[src/design/bpgf_pkg.sv]
// Shared types and constants of the binary pulse gap filter.
package bpgf_pkg;

	// Width of the signed distance arithmetic on sample indices.
	localparam int DW = 36;
	typedef logic signed [DW-1:0] wide_t;

	localparam logic [15:0] RUN_MAX   = 16'hFFFF;
	localparam int          MERGE_MAX = 63;

	// Configuration register indexes.
	localparam logic REG_MIN_RUN = 1'b0;
	localparam logic REG_MAX_GAP = 1'b1;

	// Commands from the controller to the datapath.
	typedef struct packed {
		logic latch;
		logic look;
		logic decide;
		logic push;
	} cmd_t;

	// Status from the datapath to the controller.
	typedef struct packed {
		logic chan_ok;
		logic rem_nz;
		logic rem_last;
		logic out_free;
	} sts_t;

endpackage

[src/design/binary_pulse_gap_filter_core.sv]
// Top level of the binary pulse gap filter: controller plus datapath.
// The controller takes each accepted item through a look state and a decide state before its burst phase.
// An item holds the block (in_stall high) until its burst is sent; a burst is 1 to 64 bits,
// one bit per cycle through the single output register, or empty when the item emits nothing.
// Output stalls stretch the burst phase cycle for cycle.
// Reset (arst_n low) clears all channel state and restores min run 10 and max gap 40.
module binary_pulse_gap_filter_core
	import bpgf_pkg::*;
#(
	parameter int CHANNELS  = 3,
	parameter int MAX_BURST = 64
) (
	input  logic        clk,
	input  logic        arst_n,
	input  logic        cfg_write,
	input  logic        cfg_index,
	input  logic [5:0]  cfg_data,
	input  logic        in_valid,
	output logic        in_stall,
	input  logic [1:0]  channel,
	input  logic        sample_bit,
	input  logic        previous_bit,
	input  logic [31:0] sample_index,
	output logic        out_valid,
	input  logic        out_stall,
	output logic [1:0]  out_channel,
	output logic        filtered_bit,
	output logic        last_of_burst
);

	// The controller sequences each item through a distance stage, a decision
	// stage and the bit-per-cycle burst phase; the datapath holds all channel and burst state.
	cmd_t cmd;
	sts_t sts;

	bpgf_ctrl u_ctrl (
		.clk      (clk),
		.arst_n   (arst_n),
		.in_valid (in_valid),
		.in_stall (in_stall),
		.sts      (sts),
		.cmd      (cmd)
	);

	bpgf_datapath #(
		.CHANNELS  (CHANNELS),
		.MAX_BURST (MAX_BURST)
	) u_datapath (
		.clk           (clk),
		.arst_n        (arst_n),
		.cmd           (cmd),
		.sts           (sts),
		.cfg_write     (cfg_write),
		.cfg_index     (cfg_index),
		.cfg_data      (cfg_data),
		.channel       (channel),
		.sample_bit    (sample_bit),
		.previous_bit  (previous_bit),
		.sample_index  (sample_index),
		.out_stall     (out_stall),
		.out_valid     (out_valid),
		.out_channel   (out_channel),
		.filtered_bit  (filtered_bit),
		.last_of_burst (last_of_burst)
	);

endmodule

[src/design/bpgf_ctrl.sv]
// Controller state machine of the binary pulse gap filter.
module bpgf_ctrl
	import bpgf_pkg::*;
(
	input  logic clk,
	input  logic arst_n,
	input  logic in_valid,
	output logic in_stall,
	input  sts_t sts,
	output cmd_t cmd
);

	typedef enum logic [1:0] {
		ST_IDLE,
		ST_LOOK,
		ST_DECIDE,
		ST_EMIT
	} state_t;

	state_t state_q;
	logic   in_stall_q;

	assign in_stall = in_stall_q;

	always_comb begin
		cmd.latch  = (state_q == ST_IDLE) && in_valid && !in_stall_q;
		cmd.look   = (state_q == ST_LOOK);
		cmd.decide = (state_q == ST_DECIDE);
		cmd.push   = (state_q == ST_EMIT) && sts.rem_nz && sts.out_free;
	end

	always_ff @(posedge clk or negedge arst_n) begin
		if (!arst_n) begin
			state_q    <= ST_IDLE;
			in_stall_q <= 1'b0;
		end else begin
			case (state_q)
				ST_IDLE: begin
					if (cmd.latch) begin
						state_q    <= ST_LOOK;
						in_stall_q <= 1'b1;
					end
				end
				ST_LOOK: begin
					// Items of a channel that does not exist are dropped here.
					if (sts.chan_ok) begin
						state_q <= ST_DECIDE;
					end else begin
						state_q    <= ST_IDLE;
						in_stall_q <= 1'b0;
					end
				end
				ST_DECIDE: begin
					state_q <= ST_EMIT;
				end
				ST_EMIT: begin
					if (!sts.rem_nz || (cmd.push && sts.rem_last)) begin
						state_q    <= ST_IDLE;
						in_stall_q <= 1'b0;
					end
				end
				default: begin
					state_q    <= ST_IDLE;
					in_stall_q <= 1'b0;
				end
			endcase
		end
	end

endmodule

[src/design/bpgf_datapath.sv]
// Datapath of the binary pulse gap filter: channel state, decisions and burst output.
module bpgf_datapath
	import bpgf_pkg::*;
#(
	parameter int CHANNELS  = 3,
	parameter int MAX_BURST = 64
) (
	input  logic        clk,
	input  logic        arst_n,
	input  cmd_t        cmd,
	output sts_t        sts,
	input  logic        cfg_write,
	input  logic        cfg_index,
	input  logic [5:0]  cfg_data,
	input  logic [1:0]  channel,
	input  logic        sample_bit,
	input  logic        previous_bit,
	input  logic [31:0] sample_index,
	input  logic        out_stall,
	output logic        out_valid,
	output logic [1:0]  out_channel,
	output logic        filtered_bit,
	output logic        last_of_burst
);

	localparam int CW = (CHANNELS > 1) ? $clog2(CHANNELS) : 1;
	localparam int BW = $clog2(MAX_BURST + 1);
	localparam logic [BW-1:0] BMAX = BW'(MAX_BURST);

	// Configuration.
	logic [3:0] min_q;
	logic [5:0] max_q;

	// Per-channel state.
	logic signed [32:0] lre_q [CHANNELS];
	logic [15:0]        rl_q  [CHANNELS];
	logic [3:0]         pwl_q [CHANNELS];
	logic               sp_q  [CHANNELS];
	logic               ril_q [CHANNELS];
	logic               gil_q [CHANNELS];
	logic [5:0]         mrg_q [CHANNELS];

	// Latched item.
	logic [1:0]  ch_q;
	logic        cur_q;
	logic        prev_q;
	logic [31:0] wi_q;
	logic [CW-1:0] idx;

	// Distances registered in the look state, the cycle before the decision.
	wide_t d_s1;
	wide_t dsum_s1;
	wide_t dwl_s1;

	// Burst counters.
	logic [BW-1:0] rem_q;
	logic [BW-1:0] ones_q;

	logic out_valid_q;
	logic [1:0] out_ch_q;
	logic out_bit_q;
	logic out_last_q;

	// Decision results.
	logic signed [32:0] n_lre;
	logic [15:0]        n_rl;
	logic [3:0]         n_pwl;
	logic               n_sp;
	logic               n_ril;
	logic               n_gil;
	logic [5:0]         n_mrg;
	logic [BW-1:0]      rem_n;
	logic [BW-1:0]      ones_n;

	function automatic logic [BW-1:0] clamp_burst(input wide_t v);
		if (v < 0) begin
			return '0;
		end else if (v > wide_t'(MAX_BURST)) begin
			return BMAX;
		end else begin
			return v[BW-1:0];
		end
	endfunction

	function automatic logic [5:0] clamp_merge(input wide_t v);
		if (v < 0) begin
			return '0;
		end else if (v > wide_t'(MERGE_MAX)) begin
			return 6'(MERGE_MAX);
		end else begin
			return v[5:0];
		end
	endfunction

	assign idx = CW'(ch_q);

	always_comb begin
		sts.chan_ok  = {2'b00, ch_q} < 4'(CHANNELS);
		sts.rem_nz   = (rem_q != '0);
		sts.rem_last = (rem_q == BW'(1));
		sts.out_free = !out_valid_q || !out_stall;
	end

	always_comb begin
		wide_t         sl;
		wide_t         dl;
		wide_t         wl;
		wide_t         mw;
		wide_t         d2;
		wide_t         zsum;
		logic [15:0]   rl_cur;
		logic          no_run;
		logic [BW-1:0] ones_a;
		logic [BW-1:0] ones_b;
		logic [BW-1:0] zeros;
		logic [BW:0]   ones_t;
		logic [BW-1:0] ones_e;
		logic [BW-1:0] room;
		logic [BW-1:0] zeros_e;

		sl     = wide_t'(min_q);
		dl     = wide_t'(max_q);
		rl_cur = rl_q[idx];
		no_run = (lre_q[idx] == -33'sd1);
		mw     = wide_t'(mrg_q[idx]);
		ones_a = '0;
		ones_b = '0;
		zeros  = '0;
		wl     = '0;
		d2     = '0;
		zsum   = '0;

		n_lre = lre_q[idx];
		n_rl  = rl_cur;
		n_pwl = pwl_q[idx];
		n_sp  = sp_q[idx];
		n_ril = ril_q[idx];
		n_gil = gil_q[idx];
		n_mrg = mrg_q[idx];

		if (cur_q) begin
			n_rl = (rl_cur != RUN_MAX) ? rl_cur + 16'd1 : rl_cur;
			wl   = wide_t'(n_rl);
			if (wl >= sl || ril_q[idx]) begin
				ones_a = ril_q[idx] ? BW'(1) : clamp_burst(wl);
				n_ril  = 1'b1;
			end
			if (wi_q != 32'd0 && !prev_q) begin
				n_gil = 1'b0;
				if (!no_run && (d_s1 - 1) <= dl) begin
					if (sp_q[idx]) begin
						if (mw < sl && dsum_s1 < sl) begin
							n_mrg = clamp_merge(dsum_s1 - 1);
						end else begin
							n_ril  = 1'b1;
							ones_b = clamp_burst(dsum_s1);
							n_mrg  = '0;
							n_sp   = 1'b0;
						end
					end else begin
						n_ril  = 1'b1;
						ones_b = clamp_burst(d_s1);
					end
				end
				if (no_run && wide_t'(wi_q) < dl) begin
					zeros = clamp_burst(wide_t'(wi_q));
				end
			end else if (sp_q[idx]) begin
				if (mw + wl >= sl) begin
					ones_b = clamp_burst(mw + wl);
					n_sp   = 1'b0;
					n_mrg  = '0;
					n_ril  = 1'b1;
				end
			end
		end else begin
			if (prev_q) begin
				wl = wide_t'(rl_cur);
				if (wl < sl && (no_run || dwl_s1 > dl || (mw < sl && mw != 0))) begin
					n_sp  = 1'b1;
					n_pwl = rl_cur[3:0];
				end
				n_lre = $signed({1'b0, wi_q}) - 33'sd1;
				n_rl  = '0;
				n_ril = 1'b0;
			end
			d2   = prev_q ? wide_t'(1) : d_s1;
			zsum = prev_q ? (wide_t'(1) + wide_t'(n_pwl) + mw) : dsum_s1;
			if (d2 >= dl) begin
				if (n_sp) begin
					zeros = clamp_burst(zsum);
					n_sp  = 1'b0;
					n_mrg = '0;
					n_gil = 1'b1;
				end else if (gil_q[idx]) begin
					zeros = BW'(1);
				end else begin
					zeros = clamp_burst(d2);
					n_gil = 1'b1;
				end
			end
		end

		// Ones come first in a burst, zeros after; the burst is cut at its limit.
		ones_t  = {1'b0, ones_a} + {1'b0, ones_b};
		ones_e  = (ones_t > {1'b0, BMAX}) ? BMAX : ones_t[BW-1:0];
		room    = BMAX - ones_e;
		zeros_e = (zeros > room) ? room : zeros;
		ones_n  = ones_e;
		rem_n   = ones_e + zeros_e;
	end

	always_ff @(posedge clk) begin
		if (cmd.latch) begin
			ch_q   <= channel;
			cur_q  <= sample_bit;
			prev_q <= previous_bit;
			wi_q   <= sample_index;
		end
		if (cmd.look) begin
			d_s1    <= wide_t'(wi_q) - wide_t'(lre_q[idx]);
			dsum_s1 <= wide_t'(wi_q) - wide_t'(lre_q[idx])
				+ wide_t'(pwl_q[idx]) + wide_t'(mrg_q[idx]);
			dwl_s1  <= wide_t'(wi_q) - wide_t'(lre_q[idx]) - wide_t'(rl_q[idx]) - 1;
		end
		if (cmd.push) begin
			out_ch_q   <= ch_q;
			out_bit_q  <= (ones_q != '0);
			out_last_q <= (rem_q == BW'(1));
		end
	end

	always_ff @(posedge clk or negedge arst_n) begin
		if (!arst_n) begin
			min_q       <= 4'd10;
			max_q       <= 6'd40;
			rem_q       <= '0;
			ones_q      <= '0;
			out_valid_q <= 1'b0;
			for (int c = 0; c < CHANNELS; c++) begin
				lre_q[c] <= -33'sd1;
				rl_q[c]  <= '0;
				pwl_q[c] <= '0;
				sp_q[c]  <= 1'b0;
				ril_q[c] <= 1'b0;
				gil_q[c] <= 1'b0;
				mrg_q[c] <= '0;
			end
		end else begin
			if (cfg_write) begin
				case (cfg_index)
					REG_MIN_RUN: min_q <= cfg_data[3:0];
					REG_MAX_GAP: max_q <= cfg_data;
					default: ;
				endcase
			end
			if (cmd.decide) begin
				lre_q[idx] <= n_lre;
				rl_q[idx]  <= n_rl;
				pwl_q[idx] <= n_pwl;
				sp_q[idx]  <= n_sp;
				ril_q[idx] <= n_ril;
				gil_q[idx] <= n_gil;
				mrg_q[idx] <= n_mrg;
				rem_q      <= rem_n;
				ones_q     <= ones_n;
			end else if (cmd.push) begin
				rem_q <= rem_q - BW'(1);
				if (ones_q != '0) begin
					ones_q <= ones_q - BW'(1);
				end
			end
			if (cmd.push) begin
				out_valid_q <= 1'b1;
			end else if (!out_stall) begin
				out_valid_q <= 1'b0;
			end
		end
	end

	assign out_valid     = out_valid_q;
	assign out_channel   = out_ch_q;
	assign filtered_bit  = out_bit_q;
	assign last_of_burst = out_last_q;

	// The ones still to send never exceed the bits still to send.
	a_ones_le_rem: assert property (@(posedge clk) disable iff (!arst_n)
		ones_q <= rem_q) else $error("ones count exceeds remaining burst");

	// A burst never grows past its limit.
	a_rem_max: assert property (@(posedge clk) disable iff (!arst_n)
		rem_q <= BMAX) else $error("burst counter beyond limit");

	// Sending the final bit empties the burst.
	a_last_empties: assert property (@(posedge clk) disable iff (!arst_n)
		cmd.push && rem_q == BW'(1) |=> rem_q == '0)
		else $error("burst not empty after its last bit");

	// Bits are only pushed while the output register can take them.
	a_push_free: assert property (@(posedge clk) disable iff (!arst_n)
		cmd.push |-> sts.out_free && rem_q != '0)
		else $error("push without room or without bits");

endmodule

[config.mk]
export PLATFORM = sky130hd
export DESIGN_NAME = binary_pulse_gap_filter_core
export DESIGN_NICKNAME = d
export VERILOG_FILES = /design/src/design/bpgf_pkg.sv /design/src/design/binary_pulse_gap_filter_core.sv /design/src/design/bpgf_ctrl.sv /design/src/design/bpgf_datapath.sv
export SDC_FILE = /design/constraint.sdc
export NUM_CORES = 1
export LEC_CHECK = 0
export BUFFER_PORTS_ARGS = -buffer_cell sky130_fd_sc_hd__buf_2
export CORE_MARGIN = 3
export CORE_UTILIZATION = 35
export CTS_CLUSTER_DIAMETER = 40
export CTS_CLUSTER_SIZE = 8
export DETAILED_ROUTE_END_ITERATION = 16
export MAX_ROUTING_LAYER = met4
export PLACE_DENSITY_LB_ADDON = 0.3
export SLEW_MARGIN = 15
export SYNTH_ARGS = -nofsm -noshare
export SYNTH_HDL_FRONTEND = slang
export SYNTH_SLANG_ARGS = --single-unit
[constraint.sdc]
create_clock -name clk -period 15.1 [get_ports clk]
set_input_delay 3.02 -clock clk [delete_from_list [all_inputs] [get_ports clk]]
set_output_delay 3.02 -clock clk [all_outputs]
set_load 0.01 [all_outputs]
After elaboration in Yosys (flattened, before gate mapping)
Cells that the tools add are included.
- bits in registers: 362
- input bits: 48
- word-level logic and storage cells: 259
- output and inout bits: 6
- eq/ne operators: 10
- add/subtract/negate cells: 17
- bitwise operators: 2
- magnitude comparators: 28
- mux-type cells: 128
- reduce and logical (&&, ||, !) cells: 36
- operators with widths (kind ; count):
    7-bit 2-to-1 mux ; 35
    36-bit by 1-bit < comparator with 1-bit output (second input constant) ; 6
    36-bit by 8-bit > comparator with 1-bit output (second input constant) ; 5
    33-bit 2-to-1 mux ; 5
    36-bit by 2-bit subtractor with 36-bit output (second input constant) ; 3
    99-bit bitwise mux ; 1
    16-bit 2-to-1 mux ; 6
    6-bit 2-to-1 mux ; 14
    36-bit by 7-bit adder with 36-bit output ; 2
    36-bit 2-to-1 mux ; 2
    33-bit binary-select mux with 2-bit select ; 1
    33-bit demux with 2-bit select ; 1
    48-bit bitwise mux ; 1
    36-bit by 5-bit adder with 36-bit output ; 1
    36-bit by 5-bit greater-or-equal comparator with 1-bit output ; 1
    36-bit by 7-bit greater-or-equal comparator with 1-bit output ; 1
    36-bit by 7-bit > comparator with 1-bit output ; 1
    36-bit by 7-bit > comparator with 1-bit output (second input constant) ; 1
    36-bit by 7-bit <= comparator with 1-bit output ; 1
    36-bit by 5-bit < comparator with 1-bit output ; 1
    36-bit by 17-bit subtractor with 36-bit output ; 1
    1-bit 2-to-1 mux ; 35
    33-bit by 33-bit subtractor with 34-bit output ; 1
    33-bit by 1-bit equality test with 1-bit output (second input constant) ; 1
    53 further kinds ; 94

Longest topological paths before layout
Gate-level depths: netlist (run 1).
- depth in word-level cells: 24
- depth in mapped cells: 58
- depth with buffers taken out: 54

By module
A second synthesis (run 1) with hierarchy kept.
- cell total of the unflattened synthesis: 2817
- area, all modules: 25385.6 µm²
- by module, submodules not included (module ; times used ; area each (µm²) ; sequential area each (µm²) ; cells each):
    bpgf_datapath ; 1 ; 25224.2 ; 9793.1 ; 2799
    bpgf_ctrl ; 1 ; 161.4 ; 75.1 ; 18

Least setup slack after synthesis (run 1)
Ideal clock, no wire load.
- path type: reg2reg
- from: register u_datapath.ch_q[1]
- to: register u_datapath.rem_q[6]
- required time: 14.969 ns
- stages on the path, launching flop included: 57
- path slack: 5.023 ns
- arrival time: 9.946 ns
- library setup time: 0.131 ns
- path buffers: 4
- period minus slack after synthesis: 10.077 ns
- cells stage by stage: edfxtp_1 > buf_6 > buf_6 > mux2i_1 > nor2_1 > a21oi_1 > inv_1 > ha_1 > and4_1 > nand4_2 > nand2_1 > mux2_2 > ha_1 > nor2b_1 > o21ai_0 > a21boi_0 > o21ai_0 > nand2b_1 > [... 21 more ...] > o21a_1 > o21ai_0 > a21oi_1 > a211oi_1 > a41oi_1 > clkbuf_1 > o21ai_0 > ha_1 > inv_1 > fa_1 > nor2b_1 > o21ai_0 > nand2b_1 > nor3_1 > a311o_1 > a21oi_1 > xnor2_1 > o21ai_1
- cells in the longest elaborated chain, start to end: 24
- elaborated cells between the ends (all ways): 84
- those cells by class: add/sub (7); order compare (11); eq/ne (2); mux (53); bitwise (1); reduce/logical (10)
- RTL lines (item ; line ; text):
    from (decl) ; bpgf_datapath.sv:44 ; logic [1:0] ch_q;
    from (signal assigned) ; bpgf_datapath.sv:215 ; ch_q <= channel;
    2-bit inverter with 3-bit output (not written as such) (*) ; -- ;
    branches (longest 21 deep; another with 36-bit by 8-bit > comparator with 1-bit output) ; -- ;
    7-bit adder (*) ; bpgf_datapath.sv:210 ; rem_n = ones_e + zeros_e;
    7-bit 2-to-1 mux (*) ; bpgf_datapath.sv:257 ; if (cmd.decide) begin
    to (signal assigned) ; bpgf_datapath.sv:265 ; rem_q <= rem_n;
    to (signal assigned) ; bpgf_datapath.sv:268 ; rem_q <= rem_q - BW'(1);
    to (decl) ; bpgf_datapath.sv:56 ; logic [BW-1:0] rem_q;
Every way passes the cells marked *. The select of a mux whose other input is x is not followed.
A chain may end at the register's enable or synchronous reset.

Worst setup path after layout (run 1)
- from: register u_datapath.ch_q[0]
- to: register u_datapath.rem_q[6]
The elaborated chain is that of the path after synthesis.

==> results of run 1 <==
## cell families after synthesis
kind of cell	synth area share
AO/OA/AOI/OAI	0.1821
AND/OR/NAND/NOR	0.1791
XOR/XNOR	0.06326
buffers and inverters	0.03693
flip-flops	0.4161
multiplexers	0.04104
adder cells (fa/ha/maj)	0.08156
## power by group
part / internal [mW] / total [mW] / switching (mW)
Combinational: 0.814 / 2.24 / 1.42
Clock: 1.02 / 1.55 / 0.531
Sequential: 1.54 / 1.77 / 0.231
Total: 3.37 / 5.55 / 2.18
## metal layers
metal,vias to the layer above,share of wire,track usage
li1,9324,-,-
met1,9484,0.46,0.2686
met2,564,0.46,0.3153
met3,126,0.053,0.02789
met4,0,0.031,0.07187
met5,-,0,-
## final timing paths
check | slack [ps] | end | start
worst min-delay path | 470 | u_datapath.rl_q[40] | u_datapath.rl_q[40]
worst min register to register | 470 | u_datapath.rl_q[40] | u_datapath.rl_q[40]
worst max register to register | 2600 | u_datapath.rem_q[6] | u_datapath.ch_q[0]
worst max-delay path | 2600 | u_datapath.rem_q[6] | u_datapath.ch_q[0]
max in group asynchronous | 10550 | u_datapath.lre_q[63] | arst_n
min in group asynchronous | 2520 | u_ctrl.state_q[0] | arst_n
## through the flow
| stage | hold slack [ps] | util | worst slack [ps] |
|---|---|---|---|
| floorplan | 445.0 | - | 5023 |
| global placement | 458.0 | 0.3749 | 2908 |
| detailed placement | 467.4 | 0.3749 | 2686 |
| CTS | 478.5 | 0.4108 | 2594 |
| global route | 493.1 | 0.4108 | 1491 |
| finish | 473.9 | 0.4108 | 2600 |
## final cells by class
type                    instances  area, sq um  share of cell area
well taps                     864         1081             0.03960
clock buffers                  97         1989             0.07288
flip-flops and latches        360         9868              0.3615
inverters                     118        442.9             0.01623
multi-input cells            1944        13010              0.4766
repair buffers                 85        514.2             0.01884
clock inverters                33        391.6             0.01435
## registers in the layout, summed over array words and instances, names as in the netlist, 2 cells and up, named ones only
signal                  cells
u_datapath.out_channel      2
u_datapath.mrg_q           18
u_datapath.min_q            4
u_datapath.ch_q             2
u_datapath.dsum_s1         36
u_datapath.rl_q            48
u_datapath.pwl_q           12
u_datapath.ril_q            3
u_datapath.rem_q            7
u_datapath.max_q            6
u_datapath.lre_q           99
u_datapath.wi_q            32
u_datapath.d_s1            34
u_datapath.dwl_s1          36
u_datapath.sp_q             3
u_datapath.gil_q            3
u_datapath.ones_q           7
## worst register-to-register path, delay by kind of cell (launching register included)
kind / cells / cell delay, ps
compound gates: 18 / 3520
fa+ha+maj: 8 / 2480
simple gates: 17 / 3660
xor+xnor: 5 / 1040
flops: 1 / 850
buf+inv: 4 / 800
## placed cells by master (no fill, tap or decap), types with 75 or more instances in the layout
master       n
a21oi_1    104
clkbuf_16   75
dfrtp_1    111
dfstp_2    103
edfxtp_1   146
ha_1       137
inv_1      103
mux2i_1     77
nand2_1    333
nor2_1     150
o21ai_0    270
xnor2_1    104
==> summary.txt, run 1 <==
Status
  – Status: complete, no violations

Global routing
  – Gr usage total: 0.2017
  – Initial antenna violation count: 0
  – Largest net degree at the start of global routing: 98
  – Number of global-route vias before repair: 19480
  – Global-route wire length before repair: 110300 um
  – Grt total ovfl: 0

Worst hold path
  – Worst hold path type: reg2reg
  – Hold depth: 2

STA
  – Endpoints failing setup: 0
  – Worst-Margin Slew: 1096 ps
  – Final Hold Vio Count: 0
  – Peak Freq: 0.08000 GHz
  – Final Skew: 35.20 ps
  – Unrepaired setup endpoints after global routing: no
  – Final Max Slew Viols: 0
  – Final min period: 12500 ps
  – Tcrit/Tclk final: 0.8278
  – Slew headroom: 0.2596
  – Final TNS setup: 0 ps

Synth
  – Synth Cell Area: 0.02372 sq mm
  – Dominant synthesized flop cell: edfxtp_1
  – Yosys warning count: 0
  – Cells after Synth: 2522
  – Synth unique cells: 101
  – Mapped Nets: 2718
  – Most common cell in the netlist: nand2_1
  – Number of flops mapped to enable cells by yosys: 146
  – Top cell type's share of synthesized area: 0.1849
  – Syn_area_per_cell: 9.404 sq um
  – Yosys reg bits: 360
  – Most common library cells after synthesis: nand2_1 (336), o21ai_0 (270), nor2_1 (150), edfxtp_1 (146), ha_1 (137)
  – FFs w/ async S/R, synth: 0.5944
  – Top cell type by total area after synthesis: edfxtp_1
  – Synth top area cells: edfxtp_1 (18%), dfrtp_1 (12%), dfstp_2 (11%)
  – Sequential area share after synthesis: 0.4161

Drt
  – Pre-antenna DRT Iters: 7
  – DRC violations left: 0
  – Final wirelength: 69680 um
  – 1st-iter DRT viols: 1728
  – Wire per inst: 19.90 um
  – Antenna-violating nets left: 0
  – Vias per inst: 5.569
  – Vias: 19500

Critical path
  – Crit path buf inv count: 4
  – Worst setup SP type: flip-flop
  – Delay-heaviest family, CP: simple AND/OR/NAND/NOR gates
  – Critical path endpoint category: flip-flop
  – CP Max Fanout: 37
  – Worst path depth: 52
  – Register-to-Register Path Depth: 52
  – Worst Path Arrival: 12940 ps
  – Worst path max stage delay: 870 ps
  – Critical path type: reg2reg
  – Critical Path RT: 15540 ps
  – CP max stage cell: nor2b_4

Final layout
  – Fillers: 6401
  – Synth-to-layout area growth: 15.09%
  – Final net count: 2777
  – Diodes inserted: 0
  – Final Cell Area: 0.02730 sq mm
  – Layout cells sized above 1: 0.1464
  – Finished Layout Cells: 3501

Place
  – PortBufs: 53
  – Placed Cells: 3371
  – Post-DP HPWL: 51730 um
  – Dpl cell area: 0.02492 sq mm
  – Gpl congestion: 0.9826

Floorplan
  – Core Footprint: 0.06645 sq mm
  – Initial core utilization: 0.3569
  – Die height: 266.3 um
  – Die span in x: 266.3 um
  – Num rows: 94
  – IO Pins: 54
  – Die Footprint: 0.07092 sq mm

CTS
  – Hold Buf Count CTS: 0
  – CTS max path bufs: 3
  – Root buffer cell: clkbuf_16
  – TritonCTS Buffers: 72
  – Post-CTS sizing: 0
  – Postcts setup bufs: 0
  – Clk slew on worst S/H paths: 50 ps
  – H-tree Lvls: 3
  – CTS tree: built
  – Clock sink count: 360
  – Skew-Pair Late Insertion Delay: 610 ps

Flow run
  – Maxcap violations: 0

Pwr
  – PD cells: 203.3 mW/mm^2
  – Peak supply drop: 113.6 uV
  – Pwr Total: 5.549 mW
  – Leak Pwr: 10.95 nW
(Power assumes the default switching activity.)
==> run 2: changes to the inputs <==
==> constraint.sdc (replaced) <==
create_clock -name clk -period 12.06 [get_ports clk]
set_input_delay 2.412 -clock clk [delete_from_list [all_inputs] [get_ports clk]]
set_output_delay 2.412 -clock clk [all_outputs]
set_load 0.01 [all_outputs]
==> run 2 against run 1 <==
Worst hold slack better by 1.1 ps. Sequential power up 25%. Sequential share of layout area is 0.12 points higher. Die area is the same. Setup slack worse by 1700 ps. Count of clock-buffer cells in the layout is 6 lower. Fmax is 12% higher. Cell count is 0.11% higher. Flip-flop and latch count did not move. Cell area down 0.33%. Clock skew down 13 ps. Via count up 0.32%.
==> summary.txt, run 2 (synthesis results as in run 1) <==
STA
  – Final Max Slew Viols: 0
  – Slew headroom: 0.2128
  – Tcrit/Tclk final: 0.9243
  – Worst-Margin Slew: 1181 ps
  – Endpoints failing setup: 0
  – Final Hold Vio Count: 0
  – Final TNS setup: 0 ps
  – Final Skew: 22.08 ps
  – Unrepaired setup endpoints after global routing: no
  – WHS: 475.0 ps
  – Final min period: 11150 ps
  – Peak Freq: 0.08971 GHz

Critical path
  – Cell mode on critical path: ha_1
  – Critical path type: reg2reg
  – Crit Reg-Reg Startpoint: u_datapath.ch_q[1]
  – Reg-to-reg endpoint: u_datapath.rem_q[6]
  – Crit path to: u_datapath.rem_q[6]
  – CP Max Fanout: 17
  – Critical path endpoint category: flip-flop
  – Worst Path Arrival: 11590 ps
  – CP max stage cell: fa_1
  – Critical Path RT: 12510 ps
  – Register-to-Register Path Depth: 54
  – Worst setup SP type: flip-flop
  – Worst path max stage delay: 440 ps
  – Reg2Reg Setup Slack: 910 ps
  – Crit. Startpoint: u_datapath.ch_q[1]

CTS
  – CTS tree: built
  – Postcts setup bufs: 0
  – Clk slew on worst S/H paths: 40 ps
  – Skew-Pair Late Insertion Delay: 590 ps
  – Clock sink count: 360
  – CTS max path bufs: 3
  – H-tree Lvls: 3
  – Root buffer cell: clkbuf_16
  – TritonCTS Buffers: 68

Final layout
  – Final net count: 2786
  – Fillers: 6412
  – Multi-input gate area: 0.01303 sq mm
  – Diodes inserted: 0
  – Biggest regs: u_datapath.lre_q x99, u_datapath.rl_q x48
  – Layout cells sized above 1: 0.1465
  – Final core area utilization: 0.4094
  – Largest Register: u_datapath.lre_q
  – Max reg flops: 99
  – Most frequent cells in the layout: nand2_1 (333), o21ai_0 (270), nor2_1 (150), edfxtp_1 (146), ha_1 (137)
  – Register area: 0.009868 sq mm
  – Synth-to-layout area growth: 14.71%
  – Commonest non-fill, non-tap cell in the layout: nand2_1

Global routing
  – Number of global-route vias before repair: 19120
  – Largest net degree at the start of global routing: 110
  – Global-route wire length before repair: 110300 um
  – Gr usage total: 0.2034
  – Grt total ovfl: 0
  – Initial antenna violation count: 2

Drt
  – Vias: 19560
  – Wire per inst: 20.02 um
  – DRC violations left: 0
  – Pre-antenna DRT Iters: 6
  – Vias per inst: 5.581
  – Final wirelength: 70160 um
  – 1st-iter DRT viols: 1648
  – Antenna-violating nets left: 0

Pwr
  – Leak Pwr: 10.93 nW
  – Pwr Total: 6.796 mW
  – PD cells: 249.8 mW/mm^2
  – Peak supply drop: 126.7 uV

Place
  – PortBufs: 53
  – Gpl congestion: 0.9332
  – Post-DP HPWL: 52380 um

Status
  – Status: complete, no violations

Floorplan
  – Die Footprint: 0.07092 sq mm
  – Die height: 266.3 um
  – Core Footprint: 0.06645 sq mm
  – Num rows: 94
  – Die span in x: 266.3 um
  – Initial core utilization: 0.3569
  – IO Pins: 54

Worst hold path
  – Worst hold path type: reg2reg

Flow run
  – Maxcap violations: 0
[run 2: changes by cell type in the layout (fill, tap and decap cells not counted), moves of 2 or more]
| cell | previous run | this run |
|---|---|---|
| buf_4 | 32 | 43 |
| bufinv_16 | 5 | 3 |
| clkbuf_16 | 75 | 69 |
| clkinv_1 | 2 | 8 |
| clkinv_4 | 8 | 3 |
| clkinv_8 | 1 | 3 |
| clkinvlp_4 | 5 | 2 |
[run 2: timing repair]
| action | in CTS | in global routing |
|---|---|---|
| hold endpoints to repair | 0 | 0 |
| hold buffers | 0 | 0 |
| gates resized for setup | 0 | 4 |
| endpoints found under the setup margin | 0 | 1 |
[run 2: final cells by class]
type | instances | area share
clock buffers | 91 | 0.06760
clock inverters | 30 | 0.01150
inverters | 118 | 0.01628
multi-input cells | 1944 | 0.4788
flip-flops and latches | 360 | 0.3627
well taps | 864 | 0.03974
repair buffers | 98 | 0.02336
[run 2: where the power goes]
part / switching (mW) / leakage, nW / internal (mW)
registers: 0.285 / 3.92 / 1.92
logic: 1.78 / 5.96 / 1.03
clock network: 0.636 / 1.04 / 1.14
[run 2: metal layers]
layer,track usage,vias up,wire (um)
met5,-,-,0
met4,0.07187,0,2490
met3,0.03334,138,3824
met2,0.3116,566,31490
met1,0.2730,9506,32350
li1,-,9350,-
[run 2: stage by stage]
stage          area [sq um]  cells  worst slack [ps]
6_report              27210   3505             913.3
2_1_floorplan         23720   2522              1983
3_3_place_gp          25010   3383              1087
3_5_place_dp          25010   3383             845.2
4_1_cts               27160   3504             813.5
5_1_grt               27210   3505             18.94
[run 2: worst min path at each step]
stage	from	endpoint	slack, ps	cells after the start
final	u_datapath.lre_q[69]	u_datapath.lre_q[69]	480	2
after global routing	u_datapath.lre_q[4]	u_datapath.lre_q[4]	490	2
after floorplan	u_datapath.rl_q[46]	u_datapath.rl_q[46]	450	2
after global placement	u_datapath.mrg_q[6]	u_datapath.mrg_q[6]	460	2
after detailed placement	u_datapath.rl_q[2]	u_datapath.rl_q[2]	470	2
after CTS	u_datapath.rl_q[2]	u_datapath.rl_q[2]	480	2
[run 2: worst max-delay path, delay by kind of cell (launching register included)]
kind / cells / cell delay, ps
adders and majority gates: 8 / 2510
AOI/OAI and AO/OA: 19 / 3590
muxes: 2 / 550
buffers and inverters: 5 / 820
xor gates and xnor gates: 3 / 490
DFF: 1 / 390
and+or+nand+nor: 17 / 2640
